`src/hdl/aim_bearing_elevation_distance_assert.svh`:
```
// Assertion macros for the aim solver block.
// Used by aim_bearing_elevation_distance.sv; expects clk_i and rst_ni in scope.
`ifndef AIM_BEARING_ELEVATION_DISTANCE_ASSERT_SVH
`define AIM_BEARING_ELEVATION_DISTANCE_ASSERT_SVH

// Same-cycle implication, disabled during reset
`define ABED_ASSERT_IMPL(lbl, ante, cons) \
  lbl: assert property (@(posedge clk_i) disable iff (!rst_ni) (ante) |-> (cons)) \
    else $error("aim solver assertion failed");

// Next-cycle implication, disabled during reset
`define ABED_ASSERT_NEXT(lbl, ante, cons) \
  lbl: assert property (@(posedge clk_i) disable iff (!rst_ni) (ante) |=> (cons)) \
    else $error("aim solver assertion failed");

`endif

```
`src/hdl/abed_sqrt_cell.sv`:
```
// One cell of the pipelined integer square root: resolves one root bit.
// No package dependencies.
`timescale 1ns / 1ps

module abed_sqrt_cell #(
  parameter int unsigned RW = 33
) (
  input  logic            clk_i,
  input  logic            en_i,
  input  logic [RW:0]     rem_i,
  input  logic [RW-1:0]   root_i,
  input  logic [2*RW-1:0] rad_i,
  output logic [RW:0]     rem_o,
  output logic [RW-1:0]   root_o,
  output logic [2*RW-1:0] rad_o
);

  logic [RW+2:0]   cat;
  logic [RW+2:0]   trial;
  logic            ge;
  logic [RW+2:0]   diff;
  logic [RW:0]     rem_d, rem_q;
  logic [RW-1:0]   root_d, root_q;
  logic [2*RW-1:0] rad_d, rad_q;

  // bring down two radicand bits, try root*4+1
  always_comb begin
    cat    = {rem_i, rad_i[2*RW-1 -: 2]};
    trial  = {1'b0, root_i, 2'b01};
    ge     = (cat >= trial);
    diff   = cat - trial;
    rem_d  = ge ? diff[RW:0] : cat[RW:0];
    root_d = {root_i[RW-2:0], ge};
    rad_d  = {rad_i[2*RW-3:0], 2'b00};
  end

  always_ff @(posedge clk_i) begin
    if (en_i) begin
      rem_q  <= rem_d;
      root_q <= root_d;
      rad_q  <= rad_d;
    end
  end

  assign rem_o  = rem_q;
  assign root_o = root_q;
  assign rad_o  = rad_q;

endmodule

```
`config.mk`:
```
export PLATFORM = sky130hd
export DESIGN_NAME = abed_sqrt_cell
export DESIGN_NICKNAME = d
export VERILOG_FILES = /design/src/hdl/aim_bearing_elevation_distance_assert.svh /design/src/hdl/abed_sqrt_cell.sv
export SDC_FILE = /design/constraint.sdc
export NUM_CORES = 1
export LEC_CHECK = 0
export BUFFER_PORTS_ARGS = -buffer_cell sky130_fd_sc_hd__buf_2
export CAP_MARGIN = 10
export CORE_ASPECT_RATIO = 0.6
export CORE_MARGIN = 3
export CORE_UTILIZATION = 48
export DETAILED_ROUTE_END_ITERATION = 7
export GPL_TIMING_DRIVEN = 1
export HOLD_SLACK_MARGIN = 0.05
export PLACE_DENSITY = 0.8
export RECOVER_POWER = 50
export SLEW_MARGIN = 5
export SYNTH_ARGS = -nofsm -noshare
export SYNTH_HDL_FRONTEND = slang
export SYNTH_SLANG_ARGS = --single-unit
export TNS_END_PERCENT = 100
```
`constraint.sdc`:
```
create_clock -name clk_i -period 5.35 [get_ports clk_i]
set_input_delay 0.535 -clock clk_i [delete_from_list [all_inputs] [get_ports clk_i]]
set_output_delay 0.535 -clock clk_i [all_outputs]
set_load 0.01 [all_outputs]
```
==> results of run 1 <==
-- worst max path at each step --
| stage | startpoint | end | slack [ns] | cells after the start |
|---|---|---|---|---|
| global route | en_i | rem_o[20] | 1.0 | 2 |
| finish | en_i | rem_o[15] | 1.44 | 2 |
| floorplan | root_i[1] | rem_o[7] | 2.51 | 11 |
| detailed placement | root_i[1] | rem_o[7] | 1.48 | 12 |
| CTS | root_i[1] | rem_o[7] | 1.91 | 12 |
| global placement | rem_i[1] | rem_o[7] | 1.55 | 11 |
-- through the flow --
| step | power (W) | area, sq um | hold slack (ns) | instances | util (%) |
|---|---|---|---|---|---|
| floorplan | 0.001607 | 6365 | 0.6339 | 512 | - |
| global placement | 0.001816 | 7775 | 0.7130 | 929 | 62.25 |
| detailed placement | 0.001833 | 7775 | 0.7131 | 929 | 62.25 |
| CTS | 0.003037 | 8387 | 0.2821 | 961 | 67.15 |
| global route | 0.003140 | 8305 | 0.2777 | 961 | 66.50 |
| finish | 0.003003 | 8305 | 0.2978 | 961 | 66.50 |
-- power by group --
group	switching [W]	internal, W	total [W]
combinational	0.000316	0.000206	0.000522
clock	0.000489	0.000710	0.00120
sequential	0.0000263	0.00126	0.00128
-- area by class of cell --
type / count / area [sq um]
Inverter: 45 / 168.9
Clock buffer: 17 / 425.4
Clock inverter: 15 / 186.4
Timing Repair Buffer: 268 / 1274
Sequential cell: 131 / 3934
Tap cell: 165 / 206.4
Fill cell: 1026 / 4184
Multi-Input combinational cell: 320 / 2111
-- kinds of logic (layout without fill, tap and decap cells) --
kind of cell    count (synthesis)  after routing  share of synthesized area, %
compound gates                140            140                         13.95
xor+xnor                       26             26                         3.580
simple gates                  117            117                         8.655
fa+ha+maj                      35             35                         6.884
flops                         131            131                         61.84
other cells                     1              2                       0.05895
buf+inv                        61            345                         5.035
-- routing by layer --
| metal | track usage, % | vias to the layer above | routed length (um) |
|---|---|---|---|
| li1 | - | 2442 | - |
| met1 | 28.81 | 2377 | 7081 |
| met2 | 36.47 | 233 | 8159 |
| met3 | 5.442 | 16 | 1272 |
| met4 | 5.217 | 0 | 146 |
| met5 | 0 | - | 0 |
-- registers in the layout (all words and copies together), names as in the netlist --
register	flops
root_o	33
rad_o	64
rem_o	34
-- cell usage in the layout (no fill, tap or decap), types with 2 or more instances in the layout --
master,count
sky130_fd_sc_hd__or4_1,2
sky130_fd_sc_hd__xnor2_1,14
sky130_fd_sc_hd__xor2_1,12
sky130_fd_sc_hd__a21o_2,2
sky130_fd_sc_hd__a21oi_1,35
sky130_fd_sc_hd__buf_2,205
sky130_fd_sc_hd__nor4_1,3
sky130_fd_sc_hd__a211oi_1,7
sky130_fd_sc_hd__a21o_1,7
sky130_fd_sc_hd__inv_6,6
sky130_fd_sc_hd__conb_1,2
sky130_fd_sc_hd__clkinvlp_4,2
sky130_fd_sc_hd__nor3_1,2
sky130_fd_sc_hd__inv_1,44
sky130_fd_sc_hd__o21a_1,3
sky130_fd_sc_hd__nand2b_1,7
sky130_fd_sc_hd__a41oi_1,2
sky130_fd_sc_hd__o21bai_1,5
sky130_fd_sc_hd__nand3_1,7
sky130_fd_sc_hd__clkbuf_16,17
sky130_fd_sc_hd__nand2_1,47
sky130_fd_sc_hd__o21ai_0,43
sky130_fd_sc_hd__nand4_1,10
sky130_fd_sc_hd__nor2_1,26
sky130_fd_sc_hd__buf_4,3
sky130_fd_sc_hd__and3_2,2
sky130_fd_sc_hd__inv_8,3
sky130_fd_sc_hd__ha_1,35
sky130_fd_sc_hd__edfxtp_1,131
sky130_fd_sc_hd__bufinv_16,2
sky130_fd_sc_hd__o31ai_1,2
sky130_fd_sc_hd__nor2b_1,4
sky130_fd_sc_hd__o211ai_1,4
sky130_fd_sc_hd__a31oi_1,5
sky130_fd_sc_hd__o21ai_1,8
sky130_fd_sc_hd__clkbuf_1,60
==> impl_results.md, run 1 <==
- Antenna diode count: 0
- Required time of the critical path: between 5 and 6 ns
- Via Count: 5068
- # IOs: about 270
- CP arrival: 3.94 ns
- Synthesized area per cell: roughly 12 sq um
- # hold bufs at CTS: 0
- Total power density per cell area: roughly 360 nW/um^2
- Final net count: 953
- Part of the cycle the worst path needs: 73.08%
- Total of flip-flops plus latches after synthesis: 131
- Buffers plus inverters on the worst setup path: 2
- Count of buffers added by post-CTS timing repair for setup: 0
- CP Launch Type: input pin
- Count of final hold-check violations: 0
- Biggest area consumer among synthesized cells: sky130_fd_sc_hd__edfxtp_1
- Setup ws final: 1.440 ns
- Number of nets with antenna violations after detailed routing: 0
- Number of synthesized flops with an enable pin: about 130
- Post-CTS Resized: 0
- Number of optimization iterations in the first detailed-route pass: 7
- Clock tree from TritonCTS: built
- Worst Hold Path EP: rad_o[19]
- Most frequently used flop master after synthesis: sky130_fd_sc_hd__edfxtp_1
- Relative slew slack: -126.6%
- Total Negative Setup Slacks: 0 ns
- Instance count of the mapped netlist: between 500 and 600
- Final routed wirelength across all metal layers: 16.66 mm
- Cell with the most instances after synthesis: sky130_fd_sc_hd__edfxtp_1
- Cell with the largest stage delay on the worst path: sky130_fd_sc_hd__clkbuf_1
- HPWL reported at the end of detailed placement: approximately 13 mm
- Area growth, synth to finish: 30.57%
- Share of cells above drive strength 1: between 30% and 40%
- Worst IR drop on VDD: 0.2352 mV
- Routed length per instance: 17.34 um
- Static leakage: about 3.5 nW
- Maximum number of pins on one net before global-route repair: 69
- CTS clock-pin slew for the worst setup and hold paths: 0.06 ns
- Number of clock sinks: 131
- Width of the die: 154.6 um
- Clock period minus worst slack: 3.910 ns
- Summed instance area of the synthesized netlist: 6361 sq um
- Fraction of registers with async set/reset: 0%
- Min-Delay Path Depth: 1
- Initial Utilization: 50.93%
- Routability congestion estimate: 0.8819
- Area of the core: 12490 sq um
- Violations in the final reports: capacitance limit, slew limit
- Number of antenna violations at the first check in global routing: 0
- Placement Rows: 31
- Max Fanout on Critical Path: 68
- Number of buffers created by CTS: 17
- Tightest Pin Transition: 3.400 ns
- CP delay by family, top: buffers and inverters
- Crit path kind: in2reg
- Remaining global-route overflow: 0
- DRC violation total after the first TritonRoute iteration: 345
- RSZ-0062 raised after global routing: false
- Hold wc startpoint: rad_i[17]
- Commonest cells in the synthesized netlist: sky130_fd_sc_hd__edfxtp_1 (131), sky130_fd_sc_hd__nand2_1 (47), sky130_fd_sc_hd__inv_1 (44), sky130_fd_sc_hd__o21ai_0 (43)
- Final Max Slew Viols: 65
- Pre-CTS setup slack: 1.480 ns
- Wire length of the first global-routing pass: 25.31 mm
- Top cells by area in the synthesized netlist: sky130_fd_sc_hd__edfxtp_1 (62%), sky130_fd_sc_hd__ha_1 (6.9%), sky130_fd_sc_hd__o21ai_0 (3.4%)
- Peak per-stage delay on the critical path: 2.34 ns
- Remaining DRCs: 0
- Endpoint class of the critical path: flop
- Register area share after synthesis: 61.84%
- Clock tree buffer depth: 2
- Via count of the first global-routing pass: between 4000 and 5000
- Type of the worst min-delay path: in2reg
- Number of H-tree branching levels: 4
- Status: finished, violations left
- Clock tree root driver cell: sky130_fd_sc_hd__clkbuf_16
- Die height: 95.17 um
- Top cell type's share of synthesized area: 61.84%
- Tot GR Track Use: 21.71%
- Die area: 14710 sq um
- Number of vias per cell: 5.274
- Total of buffers placed on input and output ports: around 270
- Count of endpoints failing setup in the final report: 0
- Cell breakdown of the critical path: clkbuf_1, buf_4
- Count of unique library cells instantiated by Yosys: 59
- Maxcap violations: 1
- Total of warnings raised by yosys: 0
- Fmax: 255.8 MHz
Note: power is estimated with default switching activity, not from simulation.
==> run 2: changes to the inputs <==
Settings changed: ABC_AREA set to 1, CORE_UTILIZATION 48 to 45, PLACE_DENSITY 0.8 to 0.77.
Clock period 5.35 ns to 3.25 ns, I/O delays scaled along.
==> impl_results.md, run 2 <==
- Number of nets with antenna violations after detailed routing: 0 (unchanged)
- Count of buffers added by post-CTS timing repair for setup: 0 (unchanged)
- Clock tree root driver cell: sky130_fd_sc_hd__clkbuf_16
- Antenna diode count: 0 (unchanged)
- Width of the die: 168.7 um (+9.1%)
- # hold bufs at CTS: 0 (unchanged)
- Count of endpoints failing setup in the final report: 0 (unchanged)
- Summed instance area of the synthesized netlist: 7146 sq um (+12%)
- Buffers plus inverters on the worst setup path: 2 (unchanged)
- Remaining global-route overflow: 0 (unchanged)
- Area growth, synth to finish: 28.47%
- Worst IR drop on VDD: 0.3168 mV (+35%)
- Number of buffers created by CTS: 17 (unchanged)
- Maximum number of pins on one net before global-route repair: 68 (-1.4%)
- Highest-count cells in the layout ignoring fill and taps: sky130_fd_sc_hd__nand2_1 (262), sky130_fd_sc_hd__buf_2 (241), sky130_fd_sc_hd__inv_1 (140)
- CP arrival: 2.52 ns (-1.42 ns)
- Routed length per instance: 15.85 um (-8.6%)
- Top cells by area in the synthesized netlist: sky130_fd_sc_hd__edfxtp_1 (55%), sky130_fd_sc_hd__nand2_1 (14%), sky130_fd_sc_hd__inv_1 (7.4%)
- Type of the worst min-delay path: in2reg
- Post-CTS Resized: 0 (unchanged)
- Number of clock sinks: 131 (unchanged)
- CP Launch Type: input pin
- Total of warnings raised by yosys: 0 (unchanged)
- Fmax: ~400 MHz
- Number of optimization iterations in the first detailed-route pass: 5 (-2)
- Met2 WL: 8.472 mm (+3.8%)
- Total power density per cell area: 540.5 nW/um^2 (+49%)
- Violations in the final reports: capacitance limit, slew limit
- Count of unique library cells instantiated by Yosys: 32 (-46%)
- Number of vias per cell: 4.830 (-8.4%)
- Total of buffers placed on input and output ports: 265 (unchanged)
- Die area: 17480 sq um (+19%)
- DRT met1 WL: 9.313 mm (+32%)
- Number of antenna violations at the first check in global routing: 0 (unchanged)
- Remaining DRCs: 0 (unchanged)
- Top cell type's share of synthesized area: 55.05% (-6.8 points)
- DRC violation total after the first TritonRoute iteration: 558 (+62%)
- Final Max Slew Viols: 68 (+4.6%)
- Static leakage: 4.668 nW (+32%)
- Commonest cells in the synthesized netlist: sky130_fd_sc_hd__nand2_1 (262), sky130_fd_sc_hd__inv_1 (140), sky130_fd_sc_hd__edfxtp_1 (131), sky130_fd_sc_hd__nor2_1 (48)
- Wire length of the first global-routing pass: 31.26 mm (+24%)
- Final Total Pwr: 0.004962 W (+65%)
- Clock tree from TritonCTS: built
- Min-Delay Path Depth: 1 (unchanged)
- CTS clock-pin slew for the worst setup and hold paths: 0.07 ns (about the same)
- Synthesized area per cell: 9.138 sq um (-27%)
- Via Count: 6148 (+21%)
- CP delay by family, top: buffers and inverters
- Fraction of registers with async set/reset: 0% (unchanged)
- Total Negative Setup Slacks: 0 ns (unchanged)
- RSZ-0062 raised after global routing: false
- # IOs: 268 (unchanged)
- Required time of the critical path: 3.27 ns (-2.11 ns)
- Endpoint class of the critical path: flop
- Count of final hold-check violations: 0 (unchanged)
- Crit path kind: in2reg
- Final net count: 1232 (+29%)
- Number of synthesized flops with an enable pin: 131 (unchanged)
- Register area share after synthesis: 55.05% (-6.8 points)
- Largest register FFs: 64 (unchanged)
- Cell count along the critical path: 2 (unchanged)
- Via count of the first global-routing pass: 5847 (+17%)
- Clock period minus worst slack: approximately 2.5 ns
- Cell with the most instances after synthesis: sky130_fd_sc_hd__nand2_1
- Instance count of the mapped netlist: 782 (+53%)
- Max Fanout on Critical Path: 67 (-1.5%)
- Share of cells above drive strength 1: 29.67% (-2.4 points)
- Status: finished, violations left
- Cell breakdown of the critical path: clkbuf_2, clkbuf_1
- Die height: 103.6 um (+8.9%)
- Part of the cycle the worst path needs: about 77%
- Maxcap violations: 1 (unchanged)
- Area of the core: 15020 sq um (+20%)
- Routability congestion estimate: 0.9451 (+7.2%)
- Biggest area consumer among synthesized cells: sky130_fd_sc_hd__edfxtp_1
- Initial Utilization: 47.58% (-3.3 points)
- Tot GR Track Use: 22.82% (+1.1 points)
- Placement Rows: 34 (+9.7%)
- Number of H-tree branching levels: 4 (unchanged)
- Wire length on met3: 2.190 mm (+72%)
- Peak per-stage delay on the critical path: 1.17 ns (-1.17 ns)
- HPWL reported at the end of detailed placement: 16.05 mm (+24%)
- Clock tree buffer depth: 2 (unchanged)
- Total of flip-flops plus latches after synthesis: 131 (unchanged)
- Final routed wirelength across all metal layers: 20.18 mm (+21%)
- Uppermost layer routed: met4
- Most common cell after layout, fill and taps aside: sky130_fd_sc_hd__nand2_1
- Relative slew slack: -10.74% (+120 points)
- Tightest Pin Transition: 1.661 ns (-1.738 ns)
- Cell with the largest stage delay on the worst path: sky130_fd_sc_hd__clkbuf_2
- Most frequently used flop master after synthesis: sky130_fd_sc_hd__edfxtp_1
-- run 2: cell count changes after synthesis, sizes merged, moves of 11 or more --
cell,delta
xnor2,-11
nand2,+244
nor2,+30
inv,+97
nand3,+30
o21ai,-39
-- run 2: kinds of logic (layout without fill, tap and decap cells) --
kind of cell / Yosys count / in the layout / synth area share (%)
adder cells (fa/ha/maj): 35 / 35 / 6.129
buffers and inverters: 150 / 442 / 8.895
flip-flops: 131 / 131 / 55.05
AND/OR/NAND/NOR: 405 / 405 / 24.51
AO/OA/AOI/OAI: 42 / 42 / 3.152
other: 1 / 2 / 0.05248
XOR/XNOR: 18 / 18 / 2.206
-- run 2: per-layer routing --
metal,vias to the layer above,GRT usage [%]
met5,-,0
met4,0,5.079
met3,17,6.547
met2,290,32.93
met1,2788,34.03
li1,3053,-
-- run 2: through the flow --
step	setup slack, ns	hold WS, ns	instance area [sq um]	std cells	util, %
2_1_floorplan	1.317	0.4239	7149	783	-
6_report	0.7584	0.07486	9180	1273	61.13
3_3_place_gp	0.8039	0.5011	8657	1241	57.65
4_1_cts	1.194	0.06628	9225	1273	61.43
3_5_place_dp	0.7756	0.5031	8657	1241	57.65
5_1_grt	0.5061	0.06111	9180	1273	61.13
-- run 2: power breakdown --
group	internal, W	total [W]	switching, W
Clock	0.00107	0.00187	0.000796
Sequential	0.00206	0.00210	0.0000378
Combinational	0.000357	0.000993	0.000635
-- run 2: path summary, 6_finish.rpt --
check / start / end / slack [ns]
max: en_i / root_o[24] / 0.76
min: rad_i[35] / rad_o[37] / 0.07
-- run 2: cell type report --
type / instances / area, sq um
clock buffer: 17 / 425.4
clock inverter: 15 / 142.6
fill: 1374 / 5837
inverter: 142 / 540.5
multi-input combinational: 502 / 2580
sequential: 131 / 3934
tap: 198 / 247.7
timing repair buffer: 268 / 1310
